**config.mk**
```make
export PLATFORM = sky130hd
export DESIGN_NAME = line_rasterizer_bresenham_unit_flat
export DESIGN_NICKNAME = d
export VERILOG_FILES = /design/src/rtl/lrb_pkg.sv /design/src/rtl/lrb_in_if.sv /design/src/rtl/lrb_out_if.sv /design/src/rtl/line_rasterizer_bresenham_unit.sv /design/src/flat_wrapper.sv
export SDC_FILE = /design/constraint.sdc
export NUM_CORES = 1
export LEC_CHECK = 0
export ABC_CLOCK_PERIOD_IN_PS = 9300
export BUFFER_PORTS_ARGS = -buffer_cell sky130_fd_sc_hd__buf_2
export CAP_MARGIN = 20
export CORE_UTILIZATION = 60
export DETAILED_ROUTE_END_ITERATION = 6
export PLACE_DENSITY = 0.79
export SLEW_MARGIN = 25
export SYNTH_ARGS = -nofsm -noshare
export SYNTH_HDL_FRONTEND = slang
export SYNTH_SLANG_ARGS = --single-unit
```
**constraint.sdc**
```tcl
create_clock -name clk -period 9.3 [get_ports clk]
set_clock_uncertainty 0.15 [all_clocks]
set_input_delay 1.86 -clock clk [delete_from_list [all_inputs] [get_ports clk]]
set_output_delay 1.86 -clock clk [all_outputs]
set_load 0.02 [all_outputs]
```
**src/rtl/lrb_pkg.sv**
```systemverilog
// shared widths and types for the bresenham line rasterizer
package lrb_pkg;

  localparam int COORD_BITS = 12;
  localparam int COLOR_BITS = 32;
  localparam int WIDTH_BITS = 13;
  localparam int ADDR_BITS  = 24;
  localparam int ERR_BITS   = COORD_BITS + 2;
  localparam int MUL_BITS   = COORD_BITS + WIDTH_BITS;
  localparam int SUM_BITS   = (MUL_BITS > ADDR_BITS) ? MUL_BITS : ADDR_BITS;

  localparam logic [WIDTH_BITS-1:0] WIDTH_RESET = WIDTH_BITS'(320);

  localparam logic KIND_START = 1'b0;
  localparam logic KIND_TICK  = 1'b1;

  typedef logic [COORD_BITS-1:0]      coord_t;
  typedef logic [COLOR_BITS-1:0]      color_t;
  typedef logic [WIDTH_BITS-1:0]      width_t;
  typedef logic [ADDR_BITS-1:0]       addr_t;
  typedef logic signed [ERR_BITS-1:0] err_t;

endpackage

```
**src/rtl/lrb_in_if.sv**
```systemverilog
// command channel: start or step items
interface lrb_in_if;
  logic            valid;
  logic            ready;
  logic            kind;
  lrb_pkg::coord_t start_x;
  lrb_pkg::coord_t start_y;
  lrb_pkg::coord_t end_x;
  lrb_pkg::coord_t end_y;
  lrb_pkg::color_t pen_color;

  modport source (output valid, kind, start_x, start_y, end_x, end_y, pen_color,
                  input ready);
  modport sink   (input valid, kind, start_x, start_y, end_x, end_y, pen_color,
                  output ready);
endinterface

```
**src/rtl/lrb_out_if.sv**
```systemverilog
// pixel channel: one pixel write per item
interface lrb_out_if;
  logic            valid;
  logic            ready;
  lrb_pkg::addr_t  pixel_address;
  lrb_pkg::color_t pixel_value;
  logic            last_pixel;

  modport source (output valid, pixel_address, pixel_value, last_pixel, input ready);
  modport sink   (input valid, pixel_address, pixel_value, last_pixel, output ready);
endinterface

```
**src/rtl/line_rasterizer_bresenham_unit.sv**
```systemverilog
// bresenham line stepper top level
//
//  channel   dir  handshake      payload
//  in_ch     in   valid/ready    kind, start_x, start_y, end_x, end_y, pen_color
//  out_ch    out  valid/ready    pixel_address, pixel_value, last_pixel
//  cfg_*     in   cfg_wr_en      cfg_wr_data = line_width
//
// an item lands in the input register, then the step logic and the row*width
// multiply load the pixel register. one item per cycle is sustained while out_ch
// is ready; the limit is the single step/multiply stage.
// a step item while no line is active leaves without a pixel and without stalling.
// reset (rst_n low, synchronous) empties both registers, goes idle, width = 320.
// a pixel item waits in the input register while the pixel reg is full, untaken.
module line_rasterizer_bresenham_unit (
  input  logic                                clk,
  input  logic                                rst_n,
  lrb_in_if.sink                              in_ch,
  lrb_out_if.source                           out_ch,
  input  logic                                cfg_wr_en,
  input  logic [lrb_pkg::WIDTH_BITS-1:0]      cfg_wr_data
);

  // input register
  logic            s1_valid_r;
  logic            s1_kind_r;
  lrb_pkg::coord_t s1_x1_r, s1_y1_r, s1_x2_r, s1_y2_r;
  lrb_pkg::color_t s1_color_r;

  // line state
  lrb_pkg::width_t width_r;
  lrb_pkg::coord_t cur_col_r, cur_row_r, goal_col_r, goal_row_r;
  lrb_pkg::coord_t delta_col_r, delta_row_r;
  logic            col_back_r, row_back_r;
  lrb_pkg::err_t   err_r;
  lrb_pkg::color_t color_r;
  logic            busy_r;

  // pixel register
  logic            out_valid_r;
  lrb_pkg::addr_t  out_addr_r;
  lrb_pkg::color_t out_value_r;
  logic            out_last_r;

  logic            drop;
  logic            s1_adv;
  logic            emit;

  lrb_pkg::coord_t cur_col_nxt, cur_row_nxt, goal_col_nxt, goal_row_nxt;
  lrb_pkg::coord_t delta_col_nxt, delta_row_nxt;
  logic            col_back_nxt, row_back_nxt;
  lrb_pkg::err_t   err_nxt;
  lrb_pkg::color_t color_nxt;
  logic            last_nxt;

  lrb_pkg::err_t   dx_ext, dy_ext, sdx_ext, sdy_ext;
  logic            col_step, row_step;

  logic [lrb_pkg::SUM_BITS-1:0] addr_sum;

  assign drop   = (s1_kind_r == lrb_pkg::KIND_TICK) && !busy_r;
  assign s1_adv = s1_valid_r && (drop || !out_valid_r || out_ch.ready);
  assign emit   = s1_adv && !drop;

  assign in_ch.ready = !s1_valid_r || s1_adv;

  // deltas from the stored line, or from the new endpoints on a start
  assign dx_ext  = lrb_pkg::err_t'({2'b00, delta_col_r});
  assign dy_ext  = lrb_pkg::err_t'({2'b00, delta_row_r});
  assign sdx_ext = lrb_pkg::err_t'({2'b00, delta_col_nxt});
  assign sdy_ext = lrb_pkg::err_t'({2'b00, delta_row_nxt});

  assign col_step = err_r > -dx_ext;
  assign row_step = err_r < dy_ext;

  always_comb begin
    cur_col_nxt   = cur_col_r;
    cur_row_nxt   = cur_row_r;
    goal_col_nxt  = goal_col_r;
    goal_row_nxt  = goal_row_r;
    delta_col_nxt = delta_col_r;
    delta_row_nxt = delta_row_r;
    col_back_nxt  = col_back_r;
    row_back_nxt  = row_back_r;
    err_nxt       = err_r;
    color_nxt     = color_r;
    if (s1_kind_r == lrb_pkg::KIND_START) begin
      delta_col_nxt = (s1_x2_r >= s1_x1_r) ? s1_x2_r - s1_x1_r : s1_x1_r - s1_x2_r;
      delta_row_nxt = (s1_y2_r >= s1_y1_r) ? s1_y2_r - s1_y1_r : s1_y1_r - s1_y2_r;
      col_back_nxt  = !(s1_x1_r < s1_x2_r);
      row_back_nxt  = !(s1_y1_r < s1_y2_r);
      cur_col_nxt   = s1_x1_r;
      cur_row_nxt   = s1_y1_r;
      goal_col_nxt  = s1_x2_r;
      goal_row_nxt  = s1_y2_r;
      color_nxt     = s1_color_r;
      // halve toward zero: shift the magnitude, then negate for the row case
      if (delta_col_nxt > delta_row_nxt) begin
        err_nxt = sdx_ext >>> 1;
      end else begin
        err_nxt = -(sdy_ext >>> 1);
      end
    end else begin
      if (col_step) begin
        cur_col_nxt = col_back_r ? cur_col_r - 1'b1 : cur_col_r + 1'b1;
      end
      if (row_step) begin
        cur_row_nxt = row_back_r ? cur_row_r - 1'b1 : cur_row_r + 1'b1;
      end
      err_nxt = err_r - (col_step ? dy_ext : '0) + (row_step ? dx_ext : '0);
    end
  end

  assign last_nxt = (cur_col_nxt == goal_col_nxt) && (cur_row_nxt == goal_row_nxt);

  assign addr_sum = lrb_pkg::SUM_BITS'(cur_row_nxt) * lrb_pkg::SUM_BITS'(width_r)
                  + lrb_pkg::SUM_BITS'(cur_col_nxt);

  always_ff @(posedge clk) begin
    if (!rst_n) begin
      s1_valid_r  <= 1'b0;
      out_valid_r <= 1'b0;
      busy_r      <= 1'b0;
      width_r     <= lrb_pkg::WIDTH_RESET;
      cur_col_r   <= '0;
      cur_row_r   <= '0;
      goal_col_r  <= '0;
      goal_row_r  <= '0;
      delta_col_r <= '0;
      delta_row_r <= '0;
      col_back_r  <= 1'b0;
      row_back_r  <= 1'b0;
      err_r       <= '0;
      color_r     <= '0;
    end else begin
      if (cfg_wr_en) begin
        width_r <= cfg_wr_data;
      end
      if (in_ch.valid && in_ch.ready) begin
        s1_valid_r <= 1'b1;
      end else if (s1_adv) begin
        s1_valid_r <= 1'b0;
      end
      if (emit) begin
        out_valid_r <= 1'b1;
      end else if (out_ch.ready) begin
        out_valid_r <= 1'b0;
      end
      if (emit) begin
        cur_col_r   <= cur_col_nxt;
        cur_row_r   <= cur_row_nxt;
        goal_col_r  <= goal_col_nxt;
        goal_row_r  <= goal_row_nxt;
        delta_col_r <= delta_col_nxt;
        delta_row_r <= delta_row_nxt;
        col_back_r  <= col_back_nxt;
        row_back_r  <= row_back_nxt;
        err_r       <= err_nxt;
        color_r     <= color_nxt;
        busy_r      <= !last_nxt;
      end
    end
  end

  // payload registers
  always_ff @(posedge clk) begin
    if (in_ch.valid && in_ch.ready) begin
      s1_kind_r  <= in_ch.kind;
      s1_x1_r    <= in_ch.start_x;
      s1_y1_r    <= in_ch.start_y;
      s1_x2_r    <= in_ch.end_x;
      s1_y2_r    <= in_ch.end_y;
      s1_color_r <= in_ch.pen_color;
    end
    if (emit) begin
      out_addr_r  <= addr_sum[lrb_pkg::ADDR_BITS-1:0];
      out_value_r <= color_nxt;
      out_last_r  <= last_nxt;
    end
  end

  assign out_ch.valid         = out_valid_r;
  assign out_ch.pixel_address = out_addr_r;
  assign out_ch.pixel_value   = out_value_r;
  assign out_ch.last_pixel    = out_last_r;

endmodule
```
**src/flat_wrapper.sv**
```systemverilog
// flat-port wrapper written by rule: the top's interface ports become plain ports
module line_rasterizer_bresenham_unit_flat 
  (clk, rst_n, cfg_wr_en, cfg_wr_data, in_ch_valid, in_ch_kind, in_ch_start_x, in_ch_start_y, in_ch_end_x, in_ch_end_y, in_ch_pen_color, in_ch_ready, out_ch_valid, out_ch_pixel_address, out_ch_pixel_value, out_ch_last_pixel, out_ch_ready);
  lrb_in_if in_ch_i ();
  lrb_out_if out_ch_i ();
  input  logic clk;
  input  logic rst_n;
  input  logic cfg_wr_en;
  input  logic [lrb_pkg::WIDTH_BITS-1:0] cfg_wr_data;
  input wire logic [$bits(in_ch_i.valid)-1:0] in_ch_valid;
  input wire logic [$bits(in_ch_i.kind)-1:0] in_ch_kind;
  input wire logic [$bits(in_ch_i.start_x)-1:0] in_ch_start_x;
  input wire logic [$bits(in_ch_i.start_y)-1:0] in_ch_start_y;
  input wire logic [$bits(in_ch_i.end_x)-1:0] in_ch_end_x;
  input wire logic [$bits(in_ch_i.end_y)-1:0] in_ch_end_y;
  input wire logic [$bits(in_ch_i.pen_color)-1:0] in_ch_pen_color;
  output wire logic [$bits(in_ch_i.ready)-1:0] in_ch_ready;
  output wire logic [$bits(out_ch_i.valid)-1:0] out_ch_valid;
  output wire logic [$bits(out_ch_i.pixel_address)-1:0] out_ch_pixel_address;
  output wire logic [$bits(out_ch_i.pixel_value)-1:0] out_ch_pixel_value;
  output wire logic [$bits(out_ch_i.last_pixel)-1:0] out_ch_last_pixel;
  input wire logic [$bits(out_ch_i.ready)-1:0] out_ch_ready;
  assign in_ch_i.valid = in_ch_valid;
  assign in_ch_i.kind = in_ch_kind;
  assign in_ch_i.start_x = in_ch_start_x;
  assign in_ch_i.start_y = in_ch_start_y;
  assign in_ch_i.end_x = in_ch_end_x;
  assign in_ch_i.end_y = in_ch_end_y;
  assign in_ch_i.pen_color = in_ch_pen_color;
  assign in_ch_ready = in_ch_i.ready;
  assign out_ch_valid = out_ch_i.valid;
  assign out_ch_pixel_address = out_ch_i.pixel_address;
  assign out_ch_pixel_value = out_ch_i.pixel_value;
  assign out_ch_last_pixel = out_ch_i.last_pixel;
  assign out_ch_i.ready = out_ch_ready;
  line_rasterizer_bresenham_unit u_core (.clk(clk), .rst_n(rst_n), .in_ch(in_ch_i), .out_ch(out_ch_i), .cfg_wr_en(cfg_wr_en), .cfg_wr_data(cfg_wr_data));
endmodule
```
## Word level (Yosys, flattened, before mapping)

Index checks and enable logic that the tools add are counted.

- Word-level logic and storage cells: 88
- Input bits: 99
- Register bits: 274
- Output and inout port bits: 59

- $mul: 1
- Order comparisons: 7
- Reduce and logical (&&, ||, !) cells: 18
- Mux-type cells: 21
- Equality and inequality tests: 2
- $add $sub $neg: 13
- Bitwise operators: 1

Operators with widths:

| kind | count |
|---|---|
| 12-bit two-way mux | 14 |
| 12-bit subtractor | 4 |
| 32-bit two-way mux | 1 |
| 14-bit two-way mux | 2 |
| 12-bit by 1-bit adder with 12-bit output, second input constant | 2 |
| 24-bit by 12-bit adder with 24-bit output | 1 |
| 12-bit == test | 2 |
| 12-bit >= comparator | 2 |
| 12-bit less-than comparator | 2 |
| 12-bit by 13-bit multiplier with 24-bit output | 1 |
| 12-bit by 1-bit subtractor with 12-bit output, second input constant | 2 |
| 14-bit adder | 1 |
| 14-bit > comparator | 1 |
| 14-bit by 13-bit less-than comparator with 1-bit output | 1 |
| 11-bit negator with 14-bit output | 1 |
| 12-bit negator with 14-bit output | 1 |
| 14-bit subtractor | 1 |
| 12-bit > comparator | 1 |
| 1-bit zero test | 7 |
| 1-bit logical AND | 5 |
| 1-bit two-way mux | 4 |
| 2-bit nonzero test | 2 |
| 1-bit logical OR | 3 |
| 2-bit AND reduction | 1 |
| 1-bit NOT | 1 |

## Logic depth before layout (Yosys ltp)

- Depth after elaboration: 8
- Depth in mapped cells: 35

## Worst setup path after synthesis

Ideal clock, no wire load.

- Path type: register to register
- From: register u_core.delta_row_r[9]
- To: register u_core.out_addr_r[23], in the netlist u_core.out_ch.pixel_address[23], data pin
- Period minus slack after synthesis: 7901 ps
- Slack: 1399 ps
- Setup time: 259 ps
- Data required time: 8891 ps
- Cell stages (with the launch flop): 32
- Arrival time: 7492 ps
- Cell sequence: dfxtp_1 inv_1 ha_1 a211oi_1 o21ai_1 or3_1 mux2_2 nand2_1 clkbuf_1 mux2i_1 a21oi_1 clkbuf_1 nand2_1 fa_1 inv_1 fa_1 inv_1 fa_1 inv_1 fa_1 inv_1 fa_1 inv_1 ha_1 or3_1 o211ai_1 a41oi_1 a41o_1 a211oi_1 o21bai_1 a21oi_1 xnor2_1

- Cells in the longest elaborated chain, start to end: 5

Ends and longest elaborated chain:

| item | RTL line | source |
|---|---|---|
| from (decl) | line_rasterizer_bresenham_unit.sv:32 | `lrb_pkg::coord_t delta_col_r, delta_row_r;` |
| from (signal assigned) | line_rasterizer_bresenham_unit.sv:154 | `delta_row_r <= delta_row_nxt;` |
| 14-bit by 13-bit less-than comparator with 1-bit output | line_rasterizer_bresenham_unit.sv:73 | `assign row_step = err_r < dy_ext;` |
| 12-bit two-way mux | line_rasterizer_bresenham_unit.sv:106 | `if (row_step) begin` |
| 12-bit two-way mux | line_rasterizer_bresenham_unit.sv:86 | `if (s1_kind_r == lrb_pkg::KIND_START) begin` |
| 12-bit by 13-bit multiplier with 24-bit output | line_rasterizer_bresenham_unit.sv:115 | `assign addr_sum = lrb_pkg::SUM_BITS'(cur_row_nxt) * lrb_pkg::SUM_BITS'(width_r)` |
| 24-bit by 12-bit adder with 24-bit output | line_rasterizer_bresenham_unit.sv:116 | `+ lrb_pkg::SUM_BITS'(cur_col_nxt);` |
| net u_core.addr_sum, one bit | line_rasterizer_bresenham_unit.sv:58 | `logic [lrb_pkg::SUM_BITS-1:0] addr_sum;` |
| to (signal assigned) | line_rasterizer_bresenham_unit.sv:175 | `out_addr_r <= addr_sum[lrb_pkg::ADDR_BITS-1:0];` |
| to (decl) | line_rasterizer_bresenham_unit.sv:40 | `lrb_pkg::addr_t out_addr_r;` |

The timed path passes the listed nets, and every way through them passes these cells.
A chain may end at the register's enable or synchronous reset.

## Final worst setup path

Same ends and word-level chain as after synthesis.

==> flow_metrics.py <==
metrics = {
    "clock_tree": {
        "ctsRootBufferMaster": "clkbuf_16",
        "postCtsSetupRepairBufs": 0,
        "clock_path_buffers": 3,
        "cts_hold_buf": 0,
        "cts_tree": "built",
        "clock_latency_ns": 0.59,
        "cts_made_buffers": 30,
        "htreeDepth": 1,
        "cts.clk_slew.worst_paths_ns": 0.07,
        "cts_resized": 0,
        "cts.sinks": 274,
    },
    "setup_path": {
        "cp-end-kind": "flop",
        "ff2ff_setup_slack_ns": 0.42,
        "worstPathArrival_ns": 9.06,
        "startpoint": "u_core.delta_row_r[9]",
        "critPathMaxFanout": 16,
        "r2r_cells": 30,
        "required_ns": 9.48,
        "worstSetupPathType": "reg2reg",
        "crit_slowest_cell": "nand2_1",
        "startpoint_type": "flop",
        "reg2reg_to": "u_core.out_ch.pixel_address[23]",
        "critPathMaxStageDelay_ns": 0.56,
        "r2r-start": "u_core.delta_row_r[9]",
    },
    "hold_path": {
        "hold_depth": 2,
        "hp-start": "u_core.color_r[26]",
        "holdPathEnd": "u_core.color_r[26]",
        "hp-class": "reg2reg",
    },
    "route": {
        "dr.pass1.iters": 5,
        "drt_iter0_markers": 1432,
        "vias_per_cell": 5.860,
        "ant_nets": 0,
        "drc": 0,
        "wl_mm": 56.59,
        "routedWlPerCell_um": 19.21,
        "vias": 17260,
    },
    "synthesis": {
        "yosys-top-cells-count": "inv_1, nand2_1, ha_1",
        "syn_area_mm2": 0.02163,
        "syn-num-nets": 2772,
        "yosysSeqAreaShare_pct": 31.74,
        "synthesis.instances": 2345,
        "ys_warn_count": 0,
        "synth_enable_flop_cells": 138,
        "yosysTopAreaCellShare_pct": 19.16,
        "synth-seq-cells": 274,
        "synthFlopType": "edfxtp_1",
        "synth.avg_cell_area_um2": 9.225,
        "yosysTopAreaCell": "edfxtp_1",
        "synth.top_cells.by_area": "edfxtp_1, fa_1, dfxtp_1",
        "synth_most_common_cell": "inv_1",
        "ys_async_sr_fraction_pct": 0,
        "yosysUniqueCellTypes": 78,
    },
    "pwr": {
        "sw_frac_of_total_pct": 38.87,
        "ir_drop_uv": 192.5,
        "p_seq_share_pct": 28.9,
        "p_int_mw": 3.125,
        "leakage_nw": 10.82,
        "pwr-share-clk_pct": 25.2,
        "combPwrFrac_pct": 45.8,
        "switchingPower_mw": 1.987,
        "power_density_mw_per_mm2": 213.5,
    },
    "layout": {
        "area_growth_pct": 10.69,
        "final_nets": 2887,
        "layout-drive-gt1-share_pct": 12.00,
        "layout.cells.non_filler": 2946,
        "utilization_pct": 67.48,
    },
    "floorplanning": {
        "die_width_um": 191.9,
        "core_area_mm2": 0.03548,
        "dieArea_mm2": 0.03682,
        "die_y_um": 191.9,
        "start_util_pct": 60.97,
        "fp-row-count": 69,
        "io_pins": 158,
    },
    "grt": {
        "grt_max_degree": 124,
        "first_global_vias": 17510,
        "grt_pass1_wl_mm": 90.61,
        "grt_remaining_overflow": 0,
        "grt_usage_pct": 31.40,
        "antenna_found_initial": 1,
    },
    "sta": {
        "timing.final.crit_share_pct": 95.49,
        "fmax_ghz": 0.1126,
        "finalSetupTns_ns": 0,
        "finalHoldViolCount": 0,
        "rsz0062_at_grt": "no",
        "fin_crit_ns": 8.880,
        "slew_headroom_pct": 35.61,
        "slew_violations": 0,
        "tightestPinTransition_ns": 0.9659,
        "layout_setup_ws_ns": 0.4196,
        "setup_viol": 0,
    },
    "placed_design": {
        "numPortBuffers": 157,
        "placed_cells": 2887,
        "place_congestion": 0.9247,
        "post-place-ws_ns": 0.5707,
        "hpwl_mm": 41.92,
    },
    "status": {
        "status": "completed",
    },
    "flow_run": {
        "cap_viol_max_count": 0,
    },
}
-- stage by stage --
step / hold WS, ns / instance area [um^2] / power [mW]
floorplan: 0.2829 / 21630 / 3.210
global placement: 0.2879 / 22840 / 3.715
detailed placement: 0.2964 / 22840 / 3.796
CTS: 0.3049 / 23900 / 5.096
global route: 0.3306 / 23940 / 5.469
finish: 0.3026 / 23950 / 5.113
-- layout by cell type (no fill, tap or decap), types with 86 or more instances in the layout --
cell | netlist | layout
xnor2_1 | 86 | 86
ha_1 | 190 | 190
buf_2 | 3 | 157
a21oi_1 | 168 | 168
edfxtp_1 | 138 | 138
nand2_1 | 309 | 309
nor2_1 | 116 | 115
dfxtp_1 | 136 | 136
fa_1 | 138 | 138
inv_1 | 316 | 315
-- worst max path at each step --
| stage | end | slack [ns] | depth (start not counted) |
|---|---|---|---|
| after floorplan | u_core.out_ch.pixel_address[23] | 1.40 | 31 |
| after global placement | u_core.out_ch.pixel_address[23] | 0.87 | 30 |
| after detailed placement | u_core.out_ch.pixel_address[23] | 0.57 | 30 |
| after CTS | u_core.out_ch.pixel_address[23] | 0.54 | 30 |
| after global routing | u_core.out_ch.pixel_address[23] | 0.13 | 30 |
| final | u_core.out_ch.pixel_address[23] | 0.42 | 30 |
-- state kept, by name (all words and copies together), names as in the netlist, 13 cells and up --
signal	count
u_core.out_ch.pixel_value	32
u_core.err_r	14
u_core.color_r	32
u_core.width_r	13
u_core.out_ch.pixel_address	24
u_core.s1_color_r	32
-- worst max-delay path: cells and delay by family (launching register included) --
kind	cells	cell delay [ns]
adders and majority gates	7	3.06
AOI/OAI and AO/OA	10	2.41
DFF	1	0.39
xor gates and xnor gates	1	0.10
and+or+nand+nor	4	1.31
muxes	2	0.70
buffers and inverters	6	0.49
-- per-layer routing --
layer  part of all wire, %  track usage, %  wire length [um]
met2                    48           53.25             26930
met1                    41           40.53             23240
met3                   8.0           4.842              4501
met4                   3.4           11.42              1918
met5                     0               0                 0
-- power by group through the flow --
stage	Sequential [mW]	Combinational (mW)	Clock, mW
3_3_place_gp	1.50	2.21	0
5_1_grt	1.49	2.63	1.35
4_1_cts	1.48	2.31	1.30
2_1_floorplan	1.52	1.69	0
3_5_place_dp	1.50	2.29	0
6_report	1.48	2.34	1.29
-- cell families (layout without fill, tap and decap cells) --
kind of cell	Yosys count	count (layout)	share of synthesized area, %
other	0	1	0
xor gates and xnor gates	127	127	5.142
DFF	274	274	31.74
AOI/OAI and AO/OA	414	414	12.45
muxes	96	97	4.766
and+or+nand+nor	688	688	14.85
buffers and inverters	418	556	7.287
adders and majority gates	328	328	23.76
-- area by class of cell --
type                            count  area [um^2]
Sequential cell                   274         6867
Antenna cell                        1        2.502
Clock inverter                     17        225.2
Clock buffer                       39        837.1
Multi-Input combinational cell   1654        13230
Inverter                          317         1192
Fill cell                        2809        11540
Timing Repair Buffer              183         1013
Tap cell                          461        576.8
Power figures use the tool's default switching activity.
